$ cat config.mk
export PLATFORM = sky130hd
export DESIGN_NAME = dp_link_training_controller
export DESIGN_NICKNAME = d
export VERILOG_FILES = /design/src/design/dpltc_pkg.sv /design/src/design/dpltc_lane.sv /design/src/design/dp_link_training_controller.sv
export VERILOG_INCLUDE_DIRS = /design/src /design/src/design
export SDC_FILE = /design/constraint.sdc
export NUM_CORES = 1
export LEC_CHECK = 0
export ABC_AREA = 1
export BUFFER_PORTS_ARGS = -buffer_cell sky130_fd_sc_hd__buf_2
export CAP_MARGIN = 20
export CELL_PAD_IN_SITES_DETAIL_PLACEMENT = 1
export CELL_PAD_IN_SITES_GLOBAL_PLACEMENT = 2
export CORE_MARGIN = 8
export CORE_UTILIZATION = 30
export DETAILED_ROUTE_END_ITERATION = 10
export PLACE_DENSITY_LB_ADDON = 0.15
export REMOVE_ABC_BUFFERS = 1
export SYNTH_ARGS = -nofsm -noshare
export SYNTH_HDL_FRONTEND = slang
export SYNTH_SLANG_ARGS = --single-unit
$ cat constraint.sdc
create_clock -name clk -period 2.16 [get_ports clk]
set_input_delay 0.108 -clock clk [delete_from_list [all_inputs] [get_ports clk]]
set_output_delay 0.108 -clock clk [all_outputs]
set_load 0.01 [all_outputs]
$ cat src/design/dp_link_training_controller_macros.svh
// Assertion helpers for the link training controller.
`ifndef DP_LINK_TRAINING_CONTROLLER_MACROS_SVH
`define DP_LINK_TRAINING_CONTROLLER_MACROS_SVH

// Same-cycle implication, checked outside reset.
`define DPLTC_ASSERT_NOW(label, clk, rst_n, ante, cons) \
    label: assert property (@(posedge clk) disable iff (!rst_n) (ante) |-> (cons)) \
        else $error("dpltc check failed");

// Next-cycle implication, checked outside reset.
`define DPLTC_ASSERT_NEXT(label, clk, rst_n, ante, cons) \
    label: assert property (@(posedge clk) disable iff (!rst_n) (ante) |=> (cons)) \
        else $error("dpltc check failed");

`endif

$ cat src/design/dpltc_pkg.sv
`default_nettype none
package dpltc_pkg;

    localparam logic [2:0] PH_IDLE = 3'd0;
    localparam logic [2:0] PH_CR   = 3'd1;
    localparam logic [2:0] PH_EQ   = 3'd2;
    localparam logic [2:0] PH_DONE = 3'd3;
    localparam logic [2:0] PH_FAIL = 3'd4;

    localparam logic [1:0] PAT_NONE = 2'd0;
    localparam logic [1:0] PAT_ONE  = 2'd1;
    localparam logic [1:0] PAT_TWO  = 2'd2;

    localparam logic OP_START = 1'b0;
    localparam logic OP_POLL  = 1'b1;

    localparam logic REG_LANE_COUNT = 1'b0;
    localparam logic REG_START_RATE = 1'b1;

    localparam logic [1:0] LEVEL_MAX = 2'd3;

    // status nibble bits
    localparam int ST_CR_DONE  = 0;
    localparam int ST_EQ_DONE  = 1;
    localparam int ST_SYM_LOCK = 2;

    localparam logic [2:0] CNT_MAX = 3'd7;

    typedef logic [5:0] drive_t;
    typedef logic [2:0] count_t;

    typedef struct packed {
        drive_t drive;      // drive setting from this request
        count_t count;      // request counter after this step
        logic   same;       // request equals current drive
        logic   hit_limit;  // repeated-request limit reached
        logic   max_req;    // max swing or max pre-emphasis requested
        logic   mismatch;   // status differs from lane 0
    } lane_res_t;

endpackage
`default_nettype wire

$ cat src/design/dpltc_lane.sv
`default_nettype none
module dpltc_lane #(
    parameter int CR_LOOP_LIMIT = 5
) (
    input  wire logic [3:0]          req,
    input  wire logic [3:0]          stat,
    input  wire logic [3:0]          stat0,
    input  wire logic                active,
    input  wire dpltc_pkg::drive_t   drive_cur,
    input  wire dpltc_pkg::count_t   count_cur,
    output dpltc_pkg::lane_res_t     res
);

    logic [1:0] swing;
    logic [1:0] emph;

    assign swing = req[1:0];
    assign emph  = req[3:2];

    always_comb
    begin
        res.drive    = {emph == dpltc_pkg::LEVEL_MAX, emph,
                        swing == dpltc_pkg::LEVEL_MAX, swing};
        res.same     = (drive_cur[1:0] == swing) && (drive_cur[4:3] == emph);
        res.max_req  = active && ((swing == dpltc_pkg::LEVEL_MAX) ||
                                  (emph == dpltc_pkg::LEVEL_MAX));
        res.mismatch = active && (stat != stat0);
        res.count    = count_cur;
        if (res.same && (count_cur != dpltc_pkg::CNT_MAX))
        begin
            res.count = count_cur + 3'd1;
        end
        res.hit_limit = active && res.same && (res.count == 3'(CR_LOOP_LIMIT));
    end

endmodule
`default_nettype wire

$ cat src/design/dp_link_training_controller.sv
`default_nettype none
`include "dp_link_training_controller_macros.svh"
// DisplayPort source link training controller. Each start or poll item is
// evaluated combinationally: four lane slices check status and requests
// in parallel, a merge stage decides the phase, and the result lands in one
// output register. An item can be accepted every cycle while results are
// taken, including in the cycle the previous result is taken; a result that
// waits holds off the next item. out_valid rises in the cycle after accept.
// The user must write lane_count and start_rate_high through cfg_we,
// cfg_index and cfg_wdata only while idle; the block does not enforce this.
module dp_link_training_controller #(
    parameter int CR_LOOP_LIMIT = 5,
    parameter int EQ_LOOP_LIMIT = 5,
    parameter int MAX_LANES     = 4
) (
    input  wire logic       clk,
    input  wire logic       rst_n,
    input  wire logic       cfg_we,
    input  wire logic       cfg_index,
    input  wire logic [2:0] cfg_wdata,
    input  wire logic       in_valid,
    output logic            in_ready,
    input  wire logic       op,
    input  wire logic [7:0] lane01_status,
    input  wire logic [7:0] lane23_status,
    input  wire logic [7:0] align_status,
    input  wire logic [7:0] adjust_req01,
    input  wire logic [7:0] adjust_req23,
    input  wire logic       aux_ok,
    output logic            out_valid,
    input  wire logic       out_ready,
    output logic [2:0]      phase,
    output logic [1:0]      training_pattern,
    output logic            link_rate_high,
    output logic [5:0]      lane0_set,
    output logic [5:0]      lane1_set,
    output logic [5:0]      lane2_set,
    output logic [5:0]      lane3_set
);

    localparam int NL = 4;

    logic [2:0] lane_count_reg;
    logic       start_rate_reg;

    logic [2:0]         phase_reg, phase_next;
    logic               rate_reg, rate_next;
    dpltc_pkg::count_t  eq_count_reg, eq_count_next;
    dpltc_pkg::count_t  req_count_reg [NL];
    dpltc_pkg::count_t  req_count_next [NL];
    dpltc_pkg::drive_t  drive_reg [NL];
    dpltc_pkg::drive_t  drive_next [NL];

    logic               out_valid_reg;
    logic [2:0]         out_phase_reg;
    logic [1:0]         out_pattern_reg;
    logic               out_rate_reg;
    dpltc_pkg::drive_t  out_set_reg [NL];

    logic [3:0]           req_nib [NL];
    logic [3:0]           st_nib [NL];
    logic [NL-1:0]        active;
    logic [2:0]           n_lanes;
    dpltc_pkg::lane_res_t lane_res [NL];

    logic               in_fire;
    logic               any_mismatch;
    logic               any_trigger;
    logic               do_reduce;
    logic               do_begin;
    dpltc_pkg::count_t  eq_inc;
    logic [1:0]         pattern_next;

    assign in_ready = !out_valid_reg || out_ready;
    assign in_fire  = in_valid && in_ready;

    assign req_nib[0] = adjust_req01[3:0];
    assign req_nib[1] = adjust_req01[7:4];
    assign req_nib[2] = adjust_req23[3:0];
    assign req_nib[3] = adjust_req23[7:4];
    assign st_nib[0]  = lane01_status[3:0];
    assign st_nib[1]  = lane01_status[7:4];
    assign st_nib[2]  = lane23_status[3:0];
    assign st_nib[3]  = lane23_status[7:4];

    // clamp lane count to 1..MAX_LANES
    always_comb
    begin
        n_lanes = lane_count_reg;
        if (lane_count_reg == 3'd0)
        begin
            n_lanes = 3'd1;
        end
        else if (lane_count_reg > 3'(MAX_LANES))
        begin
            n_lanes = 3'(MAX_LANES);
        end
    end

    for (genvar g = 0; g < NL; g++)
    begin : g_lane
        assign active[g] = (3'(g) < n_lanes);

        dpltc_lane #(
            .CR_LOOP_LIMIT(CR_LOOP_LIMIT)
        ) u_lane (
            .req       (req_nib[g]),
            .stat      (st_nib[g]),
            .stat0     (st_nib[0]),
            .active    (active[g]),
            .drive_cur (drive_reg[g]),
            .count_cur (req_count_reg[g]),
            .res       (lane_res[g])
        );
    end

    // merge stage
    always_comb
    begin
        any_mismatch  = 1'b0;
        any_trigger   = 1'b0;
        for (int i = 0; i < NL; i++)
        begin
            any_mismatch = any_mismatch | lane_res[i].mismatch;
            any_trigger  = any_trigger | lane_res[i].max_req | lane_res[i].hit_limit;
        end

        eq_inc = eq_count_reg;
        if (eq_count_reg != dpltc_pkg::CNT_MAX)
        begin
            eq_inc = eq_count_reg + 3'd1;
        end

        phase_next    = phase_reg;
        rate_next     = rate_reg;
        eq_count_next = eq_count_reg;
        for (int i = 0; i < NL; i++)
        begin
            req_count_next[i] = req_count_reg[i];
            drive_next[i]     = drive_reg[i];
        end
        do_reduce = 1'b0;
        do_begin  = 1'b0;

        if (op == dpltc_pkg::OP_START)
        begin
            rate_next = start_rate_reg;
            do_begin  = 1'b1;
        end
        else if ((phase_reg == dpltc_pkg::PH_CR) || (phase_reg == dpltc_pkg::PH_EQ))
        begin
            if (!aux_ok || any_mismatch)
            begin
                phase_next = dpltc_pkg::PH_FAIL;
            end
            else if (phase_reg == dpltc_pkg::PH_CR)
            begin
                for (int i = 0; i < NL; i++)
                begin
                    if (active[i])
                    begin
                        drive_next[i] = lane_res[i].drive;
                        if (!st_nib[0][dpltc_pkg::ST_CR_DONE])
                        begin
                            req_count_next[i] = lane_res[i].count;
                        end
                    end
                end
                if (st_nib[0][dpltc_pkg::ST_CR_DONE])
                begin
                    phase_next = dpltc_pkg::PH_EQ;
                end
                else
                begin
                    do_reduce = any_trigger;
                end
            end
            else if (st_nib[0][dpltc_pkg::ST_CR_DONE])
            begin
                if (st_nib[0][dpltc_pkg::ST_EQ_DONE] && st_nib[0][dpltc_pkg::ST_SYM_LOCK]
                    && align_status[0])
                begin
                    phase_next = dpltc_pkg::PH_DONE;
                end
                else
                begin
                    eq_count_next = eq_inc;
                    if (eq_inc > 3'(EQ_LOOP_LIMIT))
                    begin
                        do_reduce = 1'b1;
                    end
                    else
                    begin
                        for (int i = 0; i < NL; i++)
                        begin
                            if (active[i])
                            begin
                                drive_next[i] = lane_res[i].drive;
                            end
                        end
                    end
                end
            end
            else
            begin
                do_reduce = 1'b1;
            end
        end

        // one rate reduction per step at most
        if (do_reduce)
        begin
            if (rate_reg)
            begin
                rate_next = 1'b0;
                do_begin  = 1'b1;
            end
            else
            begin
                phase_next = dpltc_pkg::PH_FAIL;
            end
        end

        if (do_begin)
        begin
            phase_next    = dpltc_pkg::PH_CR;
            eq_count_next = '0;
            for (int i = 0; i < NL; i++)
            begin
                req_count_next[i] = '0;
                drive_next[i]     = '0;
            end
        end

        if ((op == dpltc_pkg::OP_START) && !aux_ok)
        begin
            phase_next = dpltc_pkg::PH_FAIL;
        end

        pattern_next = dpltc_pkg::PAT_NONE;
        if (phase_next == dpltc_pkg::PH_CR)
        begin
            pattern_next = dpltc_pkg::PAT_ONE;
        end
        else if (phase_next == dpltc_pkg::PH_EQ)
        begin
            pattern_next = dpltc_pkg::PAT_TWO;
        end
    end

    always_ff @(posedge clk or negedge rst_n)
    begin
        if (!rst_n)
        begin
            lane_count_reg <= 3'd4;
            start_rate_reg <= 1'b1;
        end
        else if (cfg_we)
        begin
            unique case (cfg_index)
                dpltc_pkg::REG_LANE_COUNT: lane_count_reg <= cfg_wdata;
                dpltc_pkg::REG_START_RATE: start_rate_reg <= cfg_wdata[0];
                default:                   lane_count_reg <= lane_count_reg;
            endcase
        end
    end

    always_ff @(posedge clk or negedge rst_n)
    begin
        if (!rst_n)
        begin
            phase_reg    <= dpltc_pkg::PH_IDLE;
            rate_reg     <= 1'b1;
            eq_count_reg <= '0;
            for (int i = 0; i < NL; i++)
            begin
                req_count_reg[i] <= '0;
                drive_reg[i]     <= '0;
            end
        end
        else if (in_fire)
        begin
            phase_reg    <= phase_next;
            rate_reg     <= rate_next;
            eq_count_reg <= eq_count_next;
            for (int i = 0; i < NL; i++)
            begin
                req_count_reg[i] <= req_count_next[i];
                drive_reg[i]     <= drive_next[i];
            end
        end
    end

    always_ff @(posedge clk or negedge rst_n)
    begin
        if (!rst_n)
        begin
            out_valid_reg <= 1'b0;
        end
        else if (in_fire)
        begin
            out_valid_reg <= 1'b1;
        end
        else if (out_ready)
        begin
            out_valid_reg <= 1'b0;
        end
    end

    always_ff @(posedge clk)
    begin
        if (in_fire)
        begin
            out_phase_reg   <= phase_next;
            out_pattern_reg <= pattern_next;
            out_rate_reg    <= rate_next;
            for (int i = 0; i < NL; i++)
            begin
                out_set_reg[i] <= active[i] ? drive_next[i] : '0;
            end
        end
    end

    assign out_valid        = out_valid_reg;
    assign phase            = out_phase_reg;
    assign training_pattern = out_pattern_reg;
    assign link_rate_high   = out_rate_reg;
    assign lane0_set        = out_set_reg[0];
    assign lane1_set        = out_set_reg[1];
    assign lane2_set        = out_set_reg[2];
    assign lane3_set        = out_set_reg[3];

    `DPLTC_ASSERT_NEXT(a_start_fail, clk, rst_n,
        in_fire && (op == dpltc_pkg::OP_START) && !aux_ok,
        out_valid && (phase == dpltc_pkg::PH_FAIL) && (phase_reg == dpltc_pkg::PH_FAIL))
    `DPLTC_ASSERT_NEXT(a_start_cr, clk, rst_n,
        in_fire && (op == dpltc_pkg::OP_START) && aux_ok,
        (phase_reg == dpltc_pkg::PH_CR) && (eq_count_reg == 3'd0) && (drive_reg[0] == 6'd0))
    `DPLTC_ASSERT_NEXT(a_done_sticky, clk, rst_n,
        in_fire && (op == dpltc_pkg::OP_POLL) && (phase_reg == dpltc_pkg::PH_DONE),
        phase_reg == dpltc_pkg::PH_DONE)
    `DPLTC_ASSERT_NOW(a_pattern_phase, clk, rst_n,
        out_valid,
        (training_pattern == dpltc_pkg::PAT_ONE) == (phase == dpltc_pkg::PH_CR))

endmodule
`default_nettype wire

# Yosys cells after proc, flatten, opt, wreduce, memory -nomap -nowiden
# Memory sizes are Yosys's and may differ from the RTL's.
# Cells that the tools add are included.
dict set report word_totals {
  memories 1
  inputBits 51
  output_inout_bits 32
  word_cells 202
  mem_bits_rw 24
  reg_bits 54
}
dict set report op_classes {
  addsub 5
  mux 73
  reduce_logical 53
  bitwise_logic 11
  magnitude_cmp 6
  n_eq_ne 36
}
# name depth word_bits read_ports rd_clocked_by_memory_dff write_ports line_no
set memory_table {}
lappend memory_table {out_set_reg 4 6 4 0 4 dp_link_training_controller.sv:58} ;# dpltc_pkg::drive_t out_set_reg [NL];
# cell n
set op_table {}
lappend op_table {{$mux 24} 8}
lappend op_table {{$mux 3} 33}
lappend op_table {{$mux 12} 5}
lappend op_table {{$mux 6} 8}
lappend op_table {{$reduce_and 7->1} 5}
lappend op_table {{$logic_and 1x1->1} 27}
lappend op_table {{$mux 1} 18}
lappend op_table {{$reduce_bool 2->1} 9}
lappend op_table {{$eq 2x2->1} 8}
lappend op_table {{$eq 2x2->1 const B} 8}
lappend op_table {{$add 3x1->3 const B} 5}
lappend op_table {{$ne 3x3->1 const B} 5}
lappend op_table {{$eq 3x3->1 const B} 4}
lappend op_table {{$ne 4x4->1} 3}
lappend op_table {{$or 1x1->1} 9}
lappend op_table {{$logic_or 1x1->1} 7}
lappend op_table {{$eq 3x1->1 const B} 2}
lappend op_table {{$eq 3x2->1 const B} 2}
lappend op_table {{$gt 3x3->1 const B} 2}
lappend op_table {{$lt 1x3->1 const A} 2}
lappend op_table {{$lt 2x3->1 const A} 2}
lappend op_table {{$ne 2x2->1 const B} 3}
lappend op_table {{$reduce_and 2->1} 2}
lappend op_table {{$logic_not 3->1} 1}
lappend op_table {{other kinds (4)} 6}

# Longest topological paths before layout
# Gate-level depths: netlist of the first run.
dict set report logic_depth {
  depth_word 23
  ltp_mapped 18
}

# Modules after synthesis
# A second synthesis of the first run with hierarchy kept.
dict set report unflattened {
  cells_unflattened 722
  hier_area_um2 5283.8
}
# module instances area_each_um2 cells_per_inst
set modules_own_cells {}
lappend modules_own_cells {dp_link_training_controller 1 3917.5 462}
lappend modules_own_cells {dpltc_lane 4 341.6 65}

# Worst setup path after synthesis of the first run
# No wires, ideal clock.
dict set report synth_timing {
  path_type {flip-flop to flip-flop}
  startpoint {register out_valid_reg, in the netlist out_valid}
  endpoint {register out_rate_reg, in the netlist link_rate_high (enable)}
  slack_ps -351
  stages_incl_launch_ff 6
  period_less_slack_ps 2511
  t_arrival_ps 2106
  setup_ps 405
  cell_sequence {dfrtp_1 nand2_1 nand2_1 inv_1 clkbuf_1 clkbuf_1}
}
dict set report synth_via {
  elab_chain_cells 3
}
# item line_no
set synth_lines {}
lappend synth_lines {{start: declaration} dp_link_training_controller.sv:54} ;# logic out_valid_reg;
lappend synth_lines {{start signal: assignment} dp_link_training_controller.sv:298} ;# out_valid_reg <= 1'b0;
lappend synth_lines {{start signal: assignment} dp_link_training_controller.sv:302} ;# out_valid_reg <= 1'b1;
lappend synth_lines {{start signal: assignment} dp_link_training_controller.sv:306} ;# out_valid_reg <= 1'b0;
lappend synth_lines {{$logic_not 1->1} dp_link_training_controller.sv:74} ;# assign in_ready = !out_valid_reg || out_ready;
lappend synth_lines {{$logic_or 1x1->1} dp_link_training_controller.sv:74}
lappend synth_lines {{net in_ready} dp_link_training_controller.sv:22} ;# output logic in_ready,
lappend synth_lines {{$logic_and 1x1->1} dp_link_training_controller.sv:75} ;# assign in_fire = in_valid && in_ready;
lappend synth_lines {{net in_fire} dp_link_training_controller.sv:66} ;# logic in_fire;
lappend synth_lines {{end signal: assignment} dp_link_training_controller.sv:316} ;# out_rate_reg <= rate_next;
lappend synth_lines {{end: declaration} dp_link_training_controller.sv:57} ;# logic out_rate_reg;
# The timed path passes the listed nets, and every way through them passes these cells.
# A chain may end at the register's enable or synchronous reset.

==> results of run 1 <==
==> per-layer routing <==
layer / GRT usage, % / share of wire [%] / vias up
met2: 29.6 / 54 / 59
met3: 2.72 / 2.8 / 19
li1: - / - / 2197
met5: 0 / 0 / -
met1: 18.5 / 41 / 2192
met4: 5.94 / 1.9 / 0
==> worst paths after layout <==
| kind | endpoint | slack, ns |
|---|---|---|
| worst max-delay path | out_set_reg[3][0]$_SDFFCE_PN0P_ | -0.16 |
| worst min-delay path | lane_count_reg[2]$_DFFE_PN1P_ | 0.02 |
| worst max register to register | out_set_reg[3][0]$_SDFFCE_PN0P_ | -0.16 |
| worst min register to register | drive_reg[23]$_DFFE_PN0P_ | 0.48 |
| max in group asynchronous | start_rate_reg$_DFFE_PN1P_ | 1.21 |
| min in group asynchronous | drive_reg[6]$_DFFE_PN0P_ | 0.30 |
==> what timing repair did <==
| action | CTS | global route |
|---|---|---|
| gates cloned | 0 | 0 |
| hold endpoints to repair | 20 | 0 |
| setup buffers | 26 | 7 |
| gates resized for setup | 71 | 79 |
| endpoints found under the setup margin | 71 | 73 |
| hold buffers | 3 | 0 |
| pin swaps | 23 | 46 |
==> layout make-up <==
class | instances | area share [%]
tap | 188 | 3.50
sequential | 78 | 31.3
clock buffer | 9 | 3.35
clock inverter | 7 | 1.32
timing repair buffer | 172 | 18.4
multi-input combinational | 413 | 38.1
inverter | 68 | 4.09
==> power breakdown <==
part	internal (W)	total (W)	switching, W	leakage [nW]
clock	0.00101	0.00164	0.000631	0.159
combinational	0.000310	0.000775	0.000465	2.00
sequential	0.00162	0.00167	0.0000493	0.947
total	0.00294	0.00408	0.00115	3.11
==> cells in the final DEF, fill, tap and decap left out, types with 10 or more instances in the layout <==
cell        n
nand2_1   143
buf_4      77
buf_2      75
inv_1      51
dfrtp_1    44
nand3_1    37
nand2_2    30
edfxtp_1   30
nor2_1     26
o21ai_1    22
nor2_2     16
nand4_1    14
nand3_2    14
nor2_4     13
o21ai_2    13
inv_2      11
xnor2_1    10
==> per-stage QoR <==
step | cell area (um2) | power [W] | setup TNS (ns) | util (%)
after floorplan | 4520 | 0.00201 | -28.52 | -
final | 6730 | 0.00408 | -5.87 | 44.6
after detailed placement | 5670 | 0.00237 | -12.41 | 37.6
after global placement | 5670 | 0.00235 | -7.11 | 37.6
after CTS | 6410 | 0.00411 | -5.03 | 42.5
after global routing | 6730 | 0.00426 | -13.75 | 44.6
==> cell families (layout without fill, tap and decap cells) <==
logic type,count (synthesis),after routing
XOR/XNOR,18,18
adder cells (fa/ha/maj),9,9
buffers and inverters,83,256
multiplexers,2,2
flip-flops,78,78
AND/OR/NAND/NOR,322,322
AO/OA/AOI/OAI,62,62
==> critical path, stage by stage (launching register included) <==
cell	delay, ns
dfrtp_1	0.40
ha_2	0.21
ha_4	0.17
inv_4	0.07
nand4_1	0.15
nand2_1	0.11
nand2_1	0.07
nor2_2	0.14
nor2_2	0.06
nand3_2	0.09
nand3_4	0.11
nand2_8	0.14
inv_8	0.07
buf_4	0.15
nand3_1	0.08
nor2_1	0.05
==> flow_summary.json, run 1 <==
{
  "run_status": "complete, but fails checks",
  "violations": "setup timing",
  "cts.htree.levels": 3,
  "die-width_um": 140,
  "gr-total-overflow": 0,
  "antenna_cells_inserted": 0,
  "detail_route.vias_per_cell": 4.78,
  "synth_compound_area_share_pct": 7.58,
  "synthXorXnorAreaFrac_pct": 3.42,
  "min-delay-start": "cfg_wdata[2]",
  "final_hold_violation_count": 0,
  "grt_setup_unrepaired": "true",
  "synth_area_leader_cell": "dfrtp_1",
  "drc": 0,
  "timing.max_slew.rel_slack_pct": 61.1,
  "placement.io_buffers": 75,
  "synth-async-reset-ratio_pct": 61.5,
  "fin_ws_ns": -0.159,
  "initial_antenna_violation_count": 0,
  "cp-end-kind": "flop",
  "class_of_the_most_critical_hold_timing_path": "in2reg",
  "fin_crit_ns": 2.32,
  "synth-warning-count": 0,
  "netlist_top_cells_area": "dfrtp_1, edfxtp_1, nand2_1",
  "grt_pass1_vias": 4898,
  "setup_viol_count_final": 67,
  "area_growth_pct": 46.0,
  "hold_depth": 3,
  "worst-slew-pin-transition_ns": 0.584,
  "post-synth-top-area-fraction_pct": 24.4,
  "clockRootBuffer": "clkbuf_16",
  "timing.critical_path.arrival_ns": 2.42,
  "top_level_ports": 83,
  "synth_mux_area_share_pct": 0.462,
  "vdd_drop_max_mv": 0.332,
  "die-area_um2": 19600,
  "yosys.area_share.simple_pct": 32.7,
  "power.static_leakage_nw": 3.11,
  "final_critical_path_share_of_the_clock_period_pct": 107,
  "place.gp.congestion": 0.761,
  "start_kind": "flop",
  "fin_nets": 802,
  "rr_startpoint": "req_count_reg[9]$_DFFE_PN0P_",
  "cell_count_of_the_worst_reg_to_reg_path": 15,
  "regArea_um2": 2110,
  "drive_above_1_share_pct": 44.2,
  "crit_start": "req_count_reg[9]$_DFFE_PN0P_",
  "routed_wire_length_per_instance_um": 16.5,
  "die-height_um": 140,
  "maxSlewViolCount": 0,
  "syn-cell-area_um2": 4610,
  "synth-adder-area-share_pct": 2.44,
  "grtUsageTotal_pct": 16.2,
  "wirelength_mm": 15.4,
  "drt-pass1-iter-count": 5,
  "synthFlopType": "dfrtp_1",
  "synth_edf_count": 30,
  "num_vias": 4467,
  "clkSinkCount": 78,
  "critical_path_fanout_max": 8,
  "power_density_nw_per_um2": 607,
  "clock_tree_from_tritoncts": "built",
  "fillCellCount": 1807,
  "dp.cells": 884,
  "multiInputGateArea_um2": 2560,
  "max_freq_mhz": 431,
  "worst_hold_slack_ns": 0.0170,
  "core.rowCount": 45,
  "detailed_place_hpwl_mm": 11.2,
  "synthMostInstantiatedCell": "nand2_1",
  "path_class": "reg2reg",
  "grt_start_max_net_pins": 49,
  "clk_pin_slew_worst_paths_ns": 0.06,
  "clock_insertion_delay_worst_skew_ns": 0.35,
  "number_of_register_bits_inferred_by_synthesis": 78,
  "postSynthCellCount": 574,
  "cts_buffers": 9,
  "synthTopCellsByCount": "nand2_1, inv_1, nand3_1",
  "data_required_critical_path_ns": 2.26,
  "cts_buffer_depth": 2,
  "preCtsSetupSlack_ns": -0.279,
  "yosysSeqAreaShare_pct": 45.7,
  "skew_ns": 0.00808,
  "grt_first_pass_wirelength_mm": 25.1,
  "initial_core_util_pct": 30.5,
  "cap_viol_max_count": 0,
  "coreArea_um2": 15100,
  "drt_first_iter_violations": 132,
  "synth_cell_types": 45,
  "route.antenna.remaining_nets": 0,
  "combinational_family_with_the_most_area_after_synthesis": "simple AND/OR/NAND/NOR gates",
  "finish.cell_count_without_fillers": 935,
  "syn-mean-instance-area_um2": 8.03
}
Power figures use the tool's default switching activity.
==> inputs of run 2 (changes only) <==
--- a/config.mk
+++ b/config.mk
@@ -9,10 +9,8 @@
 export ABC_AREA = 1
 export BUFFER_PORTS_ARGS = -buffer_cell sky130_fd_sc_hd__buf_2
 export CAP_MARGIN = 20
-export CELL_PAD_IN_SITES_DETAIL_PLACEMENT = 1
-export CELL_PAD_IN_SITES_GLOBAL_PLACEMENT = 2
 export CORE_MARGIN = 8
-export CORE_UTILIZATION = 30
+export CORE_UTILIZATION = 50
 export DETAILED_ROUTE_END_ITERATION = 10
 export PLACE_DENSITY_LB_ADDON = 0.15
 export REMOVE_ABC_BUFFERS = 1
==> flow_summary.json, run 2 (synthesis results as in run 1) <==
{
  "worst-r2r-setup-slack_ns": -0.21,
  "wirelength_mm": 13.3,
  "cts_buffer_depth": 2,
  "clkSinkCount": 78,
  "power.static_leakage_nw": 3.07,
  "grtUsageMet1_pct": 24.0,
  "timing.critical_path.arrival_ns": 2.66,
  "total_power_w": 0.00381,
  "clock_insertion_delay_worst_skew_ns": 0.36,
  "net-switching-power_w": 0.00104,
  "top_level_ports": 83,
  "detail_route.vias_per_cell": 5.28,
  "layout.cells.most_common_list": "nand2_1, buf_4, buf_2",
  "routed_wire_length_per_instance_um": 15.5,
  "fraction_of_power_spent_switching_nets_pct": 27.2,
  "finish.cell_count_without_fillers": 857,
  "die-width_um": 112,
  "drt_first_iter_violations": 282,
  "drive_above_1_share_pct": 40.5,
  "die-area_um2": 12500,
  "hold_depth": 4,
  "cpMaxStageDelayCell": "dfrtp_1",
  "antenna_cells_inserted": 0,
  "class_of_the_most_critical_hold_timing_path": "in2reg",
  "coreArea_um2": 9110,
  "clock_tree_from_tritoncts": "built",
  "run_status": "complete, but fails checks",
  "place.gp.congestion": 0.871,
  "cts.htree.levels": 3,
  "power_density_nw_per_um2": 587,
  "initial_antenna_violation_count": 0,
  "final_critical_path_share_of_the_clock_period_pct": 110,
  "grtUsageTotal_pct": 19.9,
  "post-route-util_pct": 71.3,
  "drt-pass1-iter-count": 4,
  "grt_setup_unrepaired": "true",
  "detailed_place_hpwl_mm": 8.58,
  "timing.max_slew.rel_slack_pct": 54.5,
  "worst_path_cell_trace": "ha_2 > ha_1 > inv_2 > buf_4 > nand4_1 > nand2_2 > nor2_1 > nand2_1 > nand3_2 > nand3_4 > nand2_8 > buf_12 > nor2_4 > buf_6 > nand3_1 > nand2_1",
  "seq_power_share_pct": 43.6,
  "grt_start_max_net_pins": 49,
  "vdd_drop_max_mv": 0.332,
  "cellInternalPower_w": 0.00278,
  "fin_crit_ns": 2.37,
  "setup_viol_count_final": 59,
  "cp-end-kind": "flop",
  "route.antenna.remaining_nets": 0,
  "initial_core_util_pct": 50.6,
  "skew_ns": 0.0149,
  "die-height_um": 112,
  "final_hold_violation_count": 0,
  "core.rowCount": 35,
  "cell_count_of_the_worst_reg_to_reg_path": 16,
  "dp.cells": 797,
  "maxSlewViolCount": 0,
  "area_growth_pct": 41.0,
  "data_required_critical_path_ns": 2.45,
  "rr_startpoint": "req_count_reg[1]$_DFFE_PN0P_",
  "clockRootBuffer": "clkbuf_8",
  "fin_ws_ns": -0.210,
  "violations": "setup timing",
  "worst_path_largest_cell_delay_ns": 0.41,
  "worst-slew-pin-transition_ns": 0.683,
  "reg2reg_to": "req_count_reg[1]$_DFFE_PN0P_",
  "layout.cells.most_common": "nand2_1",
  "met3_usage_pct": 4.60,
  "most_heavily_used_metal_layer_in_global_routing": "met2",
  "use_met2_pct": 33.7,
  "clk_pin_slew_worst_paths_ns": 0.09,
  "grt_pass1_vias": 4333,
  "path_class": "reg2reg",
  "gr-total-overflow": 0,
  "min-delay-start": "out_ready",
  "start_kind": "flop",
  "cts_buffers": 9,
  "min_delay_worst_endpoint": "out_valid$_DFFE_PN0P_",
  "max_freq_mhz": 422,
  "critical-path-top-cell-by-count": "nand2_1",
  "fillCellCount": 680,
  "grt_first_pass_wirelength_mm": 20.3,
  "share_clk_of_total_power_pct": 38.0,
  "cap_viol_max_count": 0,
  "preCtsSetupSlack_ns": -0.233,
  "pwr-share-comb_pct": 18.4,
  "critical_path_fanout_max": 7,
  "drc": 0,
  "fin_nets": 801,
  "num_vias": 4528,
  "placement.io_buffers": 75
}
## run 2: changes by cell type in the layout (fill, tap and decap cells not counted), moves of 4 or more
cell,change
buf_4,+6
buf_6,-5
clkbuf_16,-9
clkbuf_8,+9
nand2_1,+7
nand2_2,-10
nor2_1,+10
nor2_2,-7
o21ai_0,+4
## run 2: layout make-up
cell class	count	area (um2)	share of cell area, %
Inverter	68	275	4.24
Clock buffer	10	128	1.96
Timing Repair Buffer	171	1170	18.1
Sequential cell	78	2110	32.4
Multi-Input combinational cell	413	2540	39.1
Tap cell	111	139	2.14
Clock inverter	6	134	2.06
## run 2: worst max path at each step
stage / start / endpoint / slack (ns) / cells after the start
after floorplan: out_valid$_DFFE_PN0P_ / req_count_reg[0]$_DFFE_PN0P_ / -0.91 / 7
after global placement: req_count_reg[0]$_DFFE_PN0P_ / req_count_reg[4]$_DFFE_PN0P_ / -0.12 / 14
after detailed placement: req_count_reg[3]$_DFFE_PN0P_ / training_pattern[0]$_SDFFCE_PN1P_ / -0.23 / 16
after CTS: req_count_reg[4]$_DFFE_PN0P_ / req_count_reg[4]$_DFFE_PN0P_ / -0.11 / 16
after global routing: drive_reg[10]$_DFFE_PN0P_ / req_count_reg[2]$_DFFE_PN0P_ / -0.29 / 17
final: req_count_reg[1]$_DFFE_PN0P_ / req_count_reg[1]$_DFFE_PN0P_ / -0.21 / 16
## run 2: metrics by stage
| step | setup TNS (ns) | hold WS [ns] | area, um2 |
|---|---|---|---|
| 2_1_floorplan | -28.52 | -0.188 | 4520 |
| 3_3_place_gp | -1.53 | 0.272 | 5430 |
| 3_5_place_dp | -6.18 | 0.274 | 5430 |
| 4_1_cts | -1.95 | 0.0134 | 6200 |
| 5_1_grt | -11.44 | 0.0199 | 6500 |
| 6_report | -5.83 | 0.0169 | 6500 |
## run 2: worst max-delay path: cells and delay by family, from the launching register on
family        cells  cell delay [ns]
buf+inv           4             0.46
flops             1             0.41
simple gates     10             1.03
fa+ha+maj         2             0.40
## run 2: per-layer routing
| layer | vias up | wire length (um) |
|---|---|---|
| met2 | 153 | 6640 |
| met4 | 0 | 400 |
| met3 | 33 | 748 |
| met1 | 2140 | 5500 |
| met5 | - | 0 |
| li1 | 2202 | - |
## run 2: power by group through the flow
stage	sequential, W	combinational, W	clock (W)
3_3_place_gp	0.00169	0.000596	0
5_1_grt	0.00167	0.000768	0.00153
6_report	0.00166	0.000701	0.00145
4_1_cts	0.00166	0.000662	0.00146
2_1_floorplan	0.00171	0.000299	0
3_5_place_dp	0.00169	0.000605	0
## run 2: what timing repair did
item	in CTS	in global routing
pin swaps	27	44
setup buffers	26	13
gates resized for setup	70	50
setup endpoints to repair	64	72
hold buffers	5	0
endpoints found under the hold margin	48	0
